**src/rtl/rscsf_pkg.sv**
```systemverilog
// ----------------------------------------------------------------------------
// rscsf_pkg
// Shared types and constants for the rank set count/sum Fenwick unit:
// field widths, command codes and the controller/datapath interface structs.
// ----------------------------------------------------------------------------
package rscsf_pkg;

  // Field widths of the input and result words
  localparam int CMD_W     = 2;
  localparam int SLOT_W    = 10;
  localparam int VAL_W     = 32;
  localparam int CNT_OUT_W = 11;
  localparam int SUM_W     = 64;

  // Default number of rank slots
  localparam int DEPTH_DEF = 1024;

  // Command codes; code 3 is unused and behaves as a no-op
  typedef enum logic [CMD_W-1:0] {
    CMD_INSERT = 2'd0,
    CMD_REMOVE = 2'd1,
    CMD_QUERY  = 2'd2
  } cmd_code_t;

  // Controller state
  typedef enum logic [2:0] {
    ST_CLEAR,
    ST_IDLE,
    ST_LOOK,
    ST_WALK,
    ST_OUT
  } state_t;

  // Commands from controller to datapath
  typedef struct packed {
    logic clr_step;  // write zero to both memories at the clear pointer
    logic accept;    // capture the input word and start the entry lookup
    logic look;      // entry data is back: update entry, latch deltas
    logic walk;      // one tree node per cycle
    logic out_load;  // load the result register
  } ctrl_cmd_t;

  // Status from datapath to controller
  typedef struct packed {
    logic clr_last;   // clear pointer is at the last entry
    logic active;     // command changes the trees or walks them
    logic walk_more;  // next tree node is in range
    logic out_free;   // result register can take a word this cycle
  } ctrl_sts_t;

endpackage

```
**src/rtl/rscsf_ctrl.sv**
```systemverilog
// ----------------------------------------------------------------------------
// rscsf_ctrl
// Sequencer for the Fenwick unit: clearing pass after reset, entry lookup,
// tree walk one node per cycle, and result hand-off.
// ----------------------------------------------------------------------------
module rscsf_ctrl
  import rscsf_pkg::*;
(
  input  logic      clk,
  input  logic      rst_n,
  input  logic      in_valid,
  output logic      in_stall,
  input  ctrl_sts_t sts,
  output ctrl_cmd_t cmd
);

  state_t state_r;
  state_t state_nxt;

  // State register
  always_ff @(posedge clk) begin
    if (!rst_n) begin
      state_r <= ST_CLEAR;
    end else begin
      state_r <= state_nxt;
    end
  end

  // Next state and commands
  always_comb begin
    state_nxt = state_r;
    cmd       = '0;
    in_stall  = 1'b1;
    case (state_r)
      ST_CLEAR: begin
        cmd.clr_step = 1'b1;
        if (sts.clr_last) begin
          state_nxt = ST_IDLE;
        end
      end
      ST_IDLE: begin
        in_stall = 1'b0;
        if (in_valid) begin
          cmd.accept = 1'b1;
          state_nxt  = ST_LOOK;
        end
      end
      ST_LOOK: begin
        cmd.look  = 1'b1;
        state_nxt = sts.active ? ST_WALK : ST_OUT;
      end
      ST_WALK: begin
        cmd.walk = 1'b1;
        if (!sts.walk_more) begin
          state_nxt = ST_OUT;
        end
      end
      ST_OUT: begin
        if (sts.out_free) begin
          cmd.out_load = 1'b1;
          state_nxt    = ST_IDLE;
        end
      end
      default: begin
        state_nxt = ST_IDLE;
      end
    endcase
  end

endmodule

```
**config.mk**
```make
export PLATFORM = sky130hd
export DESIGN_NAME = rscsf_ctrl
export DESIGN_NICKNAME = d
export VERILOG_FILES = /design/src/rtl/rscsf_pkg.sv /design/src/rtl/rscsf_ctrl.sv
export SDC_FILE = /design/constraint.sdc
export NUM_CORES = 1
export LEC_CHECK = 0
export ABC_AREA = 1
export BUFFER_PORTS_ARGS = -buffer_cell sky130_fd_sc_hd__buf_4
export CORE_AREA = 4 4 41 43
export CTS_CLUSTER_SIZE = 20
export DETAILED_ROUTE_END_ITERATION = 7
export DIE_AREA = 0 0 45 47
export PLACE_DENSITY = 0.43
export REMOVE_ABC_BUFFERS = 1
export SLEW_MARGIN = 0
export SYNTH_ARGS = -nofsm -noshare
export SYNTH_HDL_FRONTEND = slang
export SYNTH_SLANG_ARGS = --single-unit
```
**constraint.sdc**
```tcl
create_clock -name clk -period 1.1 [get_ports clk]
set_clock_uncertainty 0.05 [all_clocks]
set_input_delay 0.055 -clock clk [delete_from_list [all_inputs] [get_ports clk]]
set_output_delay 0.055 -clock clk [all_outputs]
set_load 0.01 [all_outputs]
```
Word level (Yosys, flattened, before mapping)

Cells that the tools add are included.
W data, S select, Z words.

Register bits after elaboration: 3
Input bits: 7
Output and inout port bits: 6
Word-level logic and storage cells: 25

Eq/ne operators: 8
Multiplexer cells: 14
Reductions and logical operators: 2

Operator list:

| kind                 | count |
|---|---|
| $mux W3              | 5 |
| $pmux W3 S5          | 1 |
| $mux W1              | 8 |
| $ne A2 B2 Y1 const B | 4 |
| $eq A3 B2 Y1 const B | 2 |
| $reduce_and A4 Y1    | 1 |
| $eq A3 B1 Y1 const B | 1 |
| $eq A3 B3 Y1 const B | 1 |
| $logic_not A3 Y1     | 1 |

Depth between registers and ports, before layout

Gate-level depths: netlist of run 1.

Depth after elaboration: 3
Gate-level depth with buffers: 8
Gate-level depth less buffers: 8

Worst setup path after synthesis of run 1

No wires, ideal clock.

Path kind: register -> register
Start point: register state_r[2]
End point: register state_r[1]
Library setup time: 0.064 ns
Data arrival time: 0.965 ns
Data required time: 0.986 ns
Setup slack: 0.022 ns
Cell stages (with the launch flop): 8
Path buffers: 0
Clock period less this slack: 1.078 ns
Path through: dfxtp_1 inv_2 nand2_1 nor2_1 a21oi_1 nand2_1 nand2_1 nor2_1

Word-level cells in the longest chain between the ends: 3
Elaborated cells on any way between the ends: 11
Classes of those cells: eq/ne: 8; mux: 1; reduce/logical: 2

Ends and longest elaborated chain:

| item                                 | line             | source |
|---|---|---|
| start: declaration                   | rscsf_ctrl.sv:17 | `state_t state_r;` |
| start signal: assignment             | rscsf_ctrl.sv:25 | `state_r <= state_nxt;` |
| $eq A3 B2 Y1 (tied with other cells) | rscsf_ctrl.sv:34 | `case (state_r)` |
| $ne A2 B2 Y1 (no source line)        | n/a              |  |
| $reduce_and A4 Y1 (no source line)   | n/a              |  |

Parallel ways exist; a longest one is shown, timed or not.
A chain may end at the register's enable or synchronous reset.

==> qor.yml, run 1 <==
status: "finished, violations left"
violations: "negative setup slack"
drv_slew: 0
top_regs: "state_r (3)"
fp-row-count: 13
holdPathStages: 3
n_antenna_cell: 0
r2r_cells: 7
power_mw: 1.51
synthTopCellsByCount: "12 x nor2_1, 8 x nand2_1, 6 x inv_1, 4 x nand3_1, 3 x dfxtp_1"
peakVddDrop_mv: 1.39
via_per_inst: 3.94
cts-root-buf: "clkbuf_4"
first_pass_iters: 2
vias: 331
hold_class: "input pin to flip-flop"
async_reset_ff_share_pct: 0
drt_iter0_drc: 3
grt_max_degree: 8
final_layout_size_suffix_gt1_share_pct: 65.2
power.density_nw_per_um2: 2910
hp-start: "rst_n"
grt_pass1_wl_um: 1080
r2r_end: "state_r[0]"
netlist_area_um2: 233
max_stage_delay_ns: 0.36
post-route-period-util_pct: 108
crit_family: "flip-flops"
syn_avg_cell_area_um2: 5.54
finalNonFillerCells: 84
num-fill-cells: 155
grt_pass1_vias: 289
drc: 0
ys_warn_count: 0
ys.flop_type: "dfxtp_1"
p_leak_nw: 0.268
cts.sinks: 3
ctsLongestPathBuffers: 2
dp.cells: 77
largest_reg_flops: 3
nets: 77
endpoint_kind: "primary output"
core_area_um2: 1300
wl_per_cell_um: 7.93
routed_wl_um: 666
dp_hpwl_um: 511
grt_use_total_pct: 7.02
synth-edff-count: 0
synth_top_area_share_pct: 25.8
worst_ep_required_time_ns: 1.00
place_congestion: 0.748
r2r_start: "state_r[2]"
holdWs_ns: 0.0160
layout-area-overhead-vs-synth_pct: 124
crit_type: "flip-flop to primary output"
synth.largest_area_cell: "dfxtp_1"
worst_path_max_delay_cell: "dfxtp_4"
synth.area.top_cells: "dfxtp_1 26%, nor2_1 19%, nand2_1 13%"
grt_overflow_total: 0
r2r_slack_ns: -0.02
dp_slack_ns: -0.0526
detail-route-antenna-nets: 0
cp_num_buf_inv: 2
cts_hold_buf: 0
rsz0062_at_grt: "true"
fp.dieW_um: 45
max_slew_margin_pct: 89.8
min_period_ns: 1.19
setup-violations-final: 7
crit_fanout: 4
clk_pin_slew_worst_paths_ns: 0.04
setup_ws_ns: -0.0905
whs_endpoint: "state_r[2]"
seq_area_frac_synth_pct: 25.8
fin_util_pct: 40.0
cts_htree_levels: 1
cts_tree: "yes"
crit_chain: "nor2_4 > inv_2 > nor3_2 > buf_4"
ys_seq_elements: 3
die_y_um: 47
critical_path_arrival_ns: 1.09
fmax_mhz: 840
hold_viol: 0
regMostFlops: "state_r"
boundaryPins: 13
port_buffers: 12
start_util_pct: 17.9
ys_types: 12
startpoint_type: "flip-flop"
die_area_um2: 2120
grt_antenna_before_repair: 0
cts-buffers-inserted: 3
syn_inst: 42
clk_latency_ns: 0.23
synth_most_common_cell: "nor2_1"
worstMarginPinSlew_ns: 0.153
cap_violations: 0
## tightest hold or removal path: cells and delay by family
family / cells / cell delay [ns]
simple gates: 2 / 0.08
buf+inv: 1 / 0.12
## metal layers
| metal | wire, um | part of all wire, % | GRT usage [%] | up-vias |
|---|---|---|---|---|
| met1 | 290 | 44 | 8.84 | 134 |
| met2 | 340 | 51 | 10.7 | 6 |
| met3 | 35 | 5.3 | 3.45 | 0 |
| li1 | - | - | - | 191 |
| met4 | 0 | 0 | 1.75 | 0 |
| met5 | 0 | 0 | 0 | - |
## where the power goes
part	internal, mW	switching (mW)	leakage, nW	total [mW]
Sequential	0.187	0.101	0.0267	0.288
Clock	0.136	0.0542	0.0150	0.190
Combinational	0.560	0.474	0.227	1.03
Total	0.882	0.630	0.268	1.51
## what timing repair did
action	4_1_cts	5_1_grt
pin swaps	2	3
setup buffers	3	0
gates resized for setup	13	12
endpoints found under the setup margin	9	9
## area by class of cell
cell class                 count  area, um^2  share of cell area, %
multi-input combinational     32         191                   36.8
timing repair buffer          23         184                   35.3
sequential                     3        71.3                   13.7
inverter                       7        28.8                   5.53
clock buffer                   4        26.3                   5.05
tap                           15        18.8                   3.61
## placed cells by master, fill, tap and decap left out
cell	synthesis	layout
a21oi_2	0	1
buf_4	0	20
buf_6	0	3
clkbuf_1	0	1
clkbuf_4	0	3
dfxtp_4	0	3
inv_1	6	3
inv_2	1	3
inv_4	0	1
nand2_1	8	7
nand2_2	2	3
nand3_1	4	4
nand4_1	1	1
nor2_1	12	7
nor2_2	0	3
nor2_4	1	3
nor3_2	0	1
nor3_4	0	1
o22ai_1	1	1
## logic make-up after synthesis
| group | synth area share [%] |
|---|---|
| buf+inv | 11.3 |
| simple gates | 58.1 |
| compound gates | 4.84 |
| flops | 25.8 |
## worst max-delay path by stage
stage / cells past startpoint / slack [ns] / start / to
after CTS: 4 / -0.11 / state_r[0] / cmd[0]
after floorplan: 7 / 0.02 / state_r[2] / state_r[1]
after global placement: 7 / -0.05 / state_r[1] / state_r[0]
after detailed placement: 7 / -0.05 / state_r[1] / state_r[0]
after global routing: 4 / -0.13 / state_r[0] / cmd[0]
final: 4 / -0.09 / state_r[0] / cmd[0]
## through the flow
| step | TNS, ns | area [um^2] |
|---|---|---|
| after global placement | -0.165 | 402 |
| after global routing | -0.774 | 520 |
| after floorplan | 0 | 233 |
| after CTS | -0.503 | 484 |
| final | -0.283 | 520 |
| after detailed placement | -0.134 | 402 |
No activity file was read; power rests on OpenSTA's default activity.
==> inputs of run 2 (changes only) <==
--- a/config.mk
+++ b/config.mk
@@ -6,7 +6,7 @@
 export NUM_CORES = 1
 export LEC_CHECK = 0
 export ABC_AREA = 1
-export BUFFER_PORTS_ARGS = -buffer_cell sky130_fd_sc_hd__buf_4
+export BUFFER_PORTS_ARGS = -buffer_cell sky130_fd_sc_hd__buf_2
 export CORE_AREA = 4 4 41 43
 export CTS_CLUSTER_SIZE = 20
 export DETAILED_ROUTE_END_ITERATION = 7
==> qor.yml, run 2 (synthesis gave the netlist of run 1 again) <==
status: "finished, violations left"
violations: "negative setup slack"
holdPathStages: 3
layout-area-overhead-vs-synth_pct: 102
cts-root-buf: "clkbuf_4"
place_congestion: 0.712
post-route-period-util_pct: 107
core_area_um2: 1300
wl_per_cell_um: 8.36
worst_ep_required_time_ns: 1.00
p_leak_nw: 0.253
hold_viol: 0
cts.sinks: 3
postPlaceCellArea_um2: 379
max_slew_margin_pct: 90.0
nets: 76
power.density_nw_per_um2: 2950
rsz0062_at_grt: "true"
grt_pass1_wl_um: 1170
peakVddDrop_mv: 1.05
final_layout_size_suffix_gt1_share_pct: 57.4
cts-buffers-inserted: 3
r2r_slack_ns: 0.01
drc: 0
die_area_um2: 2120
regMostFlops: "state_r"
cts_hold_buf: 0
drv_slew: 0
most-common-layout-cells: "11 x buf_2, 10 x buf_4, 9 x nor2_1, 7 x nand2_1, 5 x inv_1"
startpoint_type: "flip-flop"
cts_tree: "yes"
first_pass_iters: 4
setup-violations-final: 6
routed_wl_um: 694
fp.dieW_um: 45
n_antenna_cell: 0
ctsLongestPathBuffers: 2
setup_ws_ns: -0.0802
power_mw: 1.38
whs_endpoint: "state_r[0]"
worstMarginPinSlew_ns: 0.149
die_y_um: 47
start_util_pct: 17.9
final_area_um2: 469
vias: 332
grt_overflow_total: 0
cap_violations: 0
finalNonFillerCells: 83
crit_type: "flip-flop to primary output"
via_per_inst: 4.00
critical_path_arrival_ns: 1.08
fin_util_pct: 36.1
grt_max_degree: 8
detail-route-antenna-nets: 0
tns_ns: -0.249
final_common_cell: "buf_2"
dp_hpwl_um: 521
dp_slack_ns: -0.0338
clk_pin_slew_worst_paths_ns: 0.04
hold_class: "input pin to flip-flop"
min_period_ns: 1.18
drt_iter0_drc: 5
grt_use_total_pct: 7.73
grt_pass1_vias: 301
boundaryPins: 13
r2r_end: "state_r[1]"
clk_latency_ns: 0.23
grt_antenna_before_repair: 0
largest_reg_flops: 3
r2r_start: "state_r[2]"
dp.cells: 78
endpoint_kind: "primary output"
hp-start: "rst_n"
port_buffers: 12
fp-row-count: 13
crit_fanout: 4
fmax_mhz: 847
r2r_cells: 7
cts_htree_levels: 1
top_regs: "state_r (3)"
holdWs_ns: 0.0161
run 2: routing by layer:
| layer | vias up | share of wire (%) | GRT usage [%] |
|---|---|---|---|
| met5 | - | 0 | 0 |
| met4 | 0 | 0 | 5.26 |
| met3 | 0 | 5.2 | 2.30 |
| met2 | 9 | 53 | 12.4 |
| met1 | 138 | 41 | 8.84 |
| li1 | 185 | - | - |
run 2: area by class of cell:
type	instances	area (um^2)
tap	15	18.8
inverter	7	31.3
fill	157	832
sequential	3	68.8
timing repair buffer	22	141
multi-input combinational	32	183
clock buffer	4	26.3
run 2: how the worst max path moves through the flow:
stage	from	endpoint	slack, ns	cells after the start
floorplan	state_r[2]	state_r[1]	0.02	7
global placement	state_r[1]	state_r[1]	-0.04	7
detailed placement	state_r[1]	state_r[1]	-0.03	7
CTS	state_r[0]	cmd[3]	-0.09	5
global route	state_r[0]	cmd[3]	-0.16	5
finish	state_r[0]	cmd[3]	-0.08	5
run 2: critical path, stage by stage, from the launching register on:
cell	delay [ns]
dfxtp_4	0.37
inv_4	0.05
nor3_4	0.16
inv_1	0.07
nor2_1	0.07
buf_2	0.13
run 2: where the power goes:
part | switching, mW | internal, mW | leakage [nW]
Sequential | 0.0910 | 0.179 | 0.0264
Clock | 0.0554 | 0.136 | 0.0150
Combinational | 0.459 | 0.464 | 0.212
run 2: repair_timing:
item / CTS / global route
buffers inserted: 1 / 1
pin swaps: 1 / 4
gates resized for setup: 13 / 6
setup endpoints to repair: 9 / 9
==> inputs of run 3 (changes only) <==
--- a/config.mk
+++ b/config.mk
@@ -8,6 +8,7 @@
 export ABC_AREA = 1
 export BUFFER_PORTS_ARGS = -buffer_cell sky130_fd_sc_hd__buf_2
 export CORE_AREA = 4 4 41 43
+export CTS_CLUSTER_DIAMETER = 50
 export CTS_CLUSTER_SIZE = 20
 export DETAILED_ROUTE_END_ITERATION = 7
 export DIE_AREA = 0 0 45 47
==> constraint.sdc (replaced) <==
create_clock -name clk -period 1 [get_ports clk]
set_clock_uncertainty 0.05 [all_clocks]
set_input_delay 0.05 -clock clk [delete_from_list [all_inputs] [get_ports clk]]
set_output_delay 0.05 -clock clk [all_outputs]
set_load 0.01 [all_outputs]
==> qor.yml, run 3 (synthesis gave the netlist of run 1 again) <==
status: "finished, violations left"
violations: "negative setup slack"
startpoint_type: "flip-flop"
drc: 0
p_leak_nw: 0.262
final_common_cell: "buf_2"
max_stage_delay_ns: 0.36
fp-row-count: 13
drt_iter0_drc: 1
wl_met2_um: 371
regMostFlops: "state_r"
route.met3.wl_um: 36
fin_util_pct: 39.6
dr.max_layer_used: "met3"
first_pass_iters: 2
crit_chain: "nor2_4 > inv_2 > nor3_2 > buf_2"
crit_type: "flip-flop to primary output"
port_buffers: 12
power_mw: 1.63
layout-area-overhead-vs-synth_pct: 122
clk_pin_slew_worst_paths_ns: 0.04
critical_path_arrival_ns: 1.08
core_area_um2: 1300
ctsLongestPathBuffers: 2
post-route-period-util_pct: 118
top_regs: "state_r (3)"
die_y_um: 47
grt_max_degree: 8
hold_class: "input pin to flip-flop"
power.density_nw_per_um2: 3160
detail-route-antenna-nets: 0
via_per_inst: 4.01
n_antenna_cell: 0
num-fill-cells: 159
cts-root-buf: "clkbuf_4"
fmax_mhz: 847
boundaryPins: 13
worstMarginPinSlew_ns: 0.140
cts.sinks: 3
die_area_um2: 2120
fp.dieW_um: 45
vias: 337
cts_htree_levels: 1
cts-buffers-inserted: 3
setup_ws_ns: -0.181
seq_area_um2: 71.3
wl_met1_um: 268
setup-violations-final: 9
grt_overflow_total: 0
cts_tree: "yes"
min_period_ns: 1.18
place_congestion: 0.745
grt_pass1_wl_um: 1100
clk_latency_ns: 0.23
grt_use_total_pct: 7.42
rsz0062_at_grt: "true"
wl_per_cell_um: 8.05
max_slew_margin_pct: 90.7
largest_reg_flops: 3
worst_ep_required_time_ns: 0.90
most-common-layout-cells: "10 x buf_2, 8 x nor2_1, 8 x buf_4, 7 x nand2_1"
final_layout_size_suffix_gt1_share_pct: 60.9
multi_input_area_um2: 200
peakVddDrop_mv: 1.34
dp_hpwl_um: 515
start_util_pct: 17.9
hold_viol: 0
worst_path_max_delay_cell: "dfxtp_4"
nets: 77
crit_fanout: 4
tns_ns: -1.05
grt_antenna_before_repair: 0
endpoint_kind: "primary output"
grt_pass1_vias: 276
drv_slew: 0
holdWs_ns: 0.133
cp_num_buf_inv: 2
routed_wl_um: 676
crit_family: "flip-flops"
cap_violations: 0
-- run 3: changes by cell type in the layout (fill, tap and decap cells not counted), sizes merged --
| cell | change |
|---|---|
| dlygate4sd3 | +1 |
-- run 3: per-stage QoR --
step / setup slack [ns] / area, um^2 / cells
final: -0.181 / 515 / 84
after global routing: -0.239 / 515 / 84
after CTS: -0.183 / 449 / 83
after detailed placement: -0.163 / 372 / 77
after global placement: -0.166 / 372 / 77
after floorplan: -0.0784 / 233 / 42
-- run 3: worst min-delay path: cells and delay by family --
family | cells | cell delay (ns)
buf+inv | 1 | 0.10
simple gates | 5 | 0.24
-- run 3: worst paths after layout --
check | start | end | slack [ns] | cells past startpoint
hold / removal | sts[2] | state_r[2] | 0.13 | 6
hold reg to reg | state_r[1] | state_r[1] | 0.51 | 2
setup reg to reg | state_r[2] | state_r[1] | -0.10 | 7
setup / recovery | state_r[0] | cmd[0] | -0.18 | 4
-- run 3: layout make-up --
cell class                      count  share of cell area [%]
Timing Repair Buffer               23                    32.0
Multi-Input combinational cell     32                    38.8
Sequential cell                     3                    13.8
Clock buffer                        4                    5.10
Tap cell                           15                    3.64
Inverter                            7                    6.55
-- run 3: layer usage --
metal | global-route usage, % | vias up
li1 | - | 187
met3 | 2.30 | 0
met5 | 0 | -
met1 | 8.84 | 144
met4 | 7.02 | 0
met2 | 10.5 | 6
-- run 3: report_power, final --
part	leakage [nW]	total [mW]	internal, mW	switching (mW)
sequential	0.0267	0.333	0.206	0.128
clock	0.0150	0.210	0.149	0.0607
combinational	0.220	1.08	0.559	0.525
total	0.262	1.63	0.914	0.713
-- run 3: repair_timing --
| item | 4_1_cts | 5_1_grt |
|---|---|---|
| hold endpoints to repair | 2 | 0 |
| hold buffers | 1 | 0 |
| setup endpoints to repair | 9 | 9 |
| resized for setup | 13 | 16 |
| setup buffers | 1 | 1 |
| pin swaps | 4 | 5 |
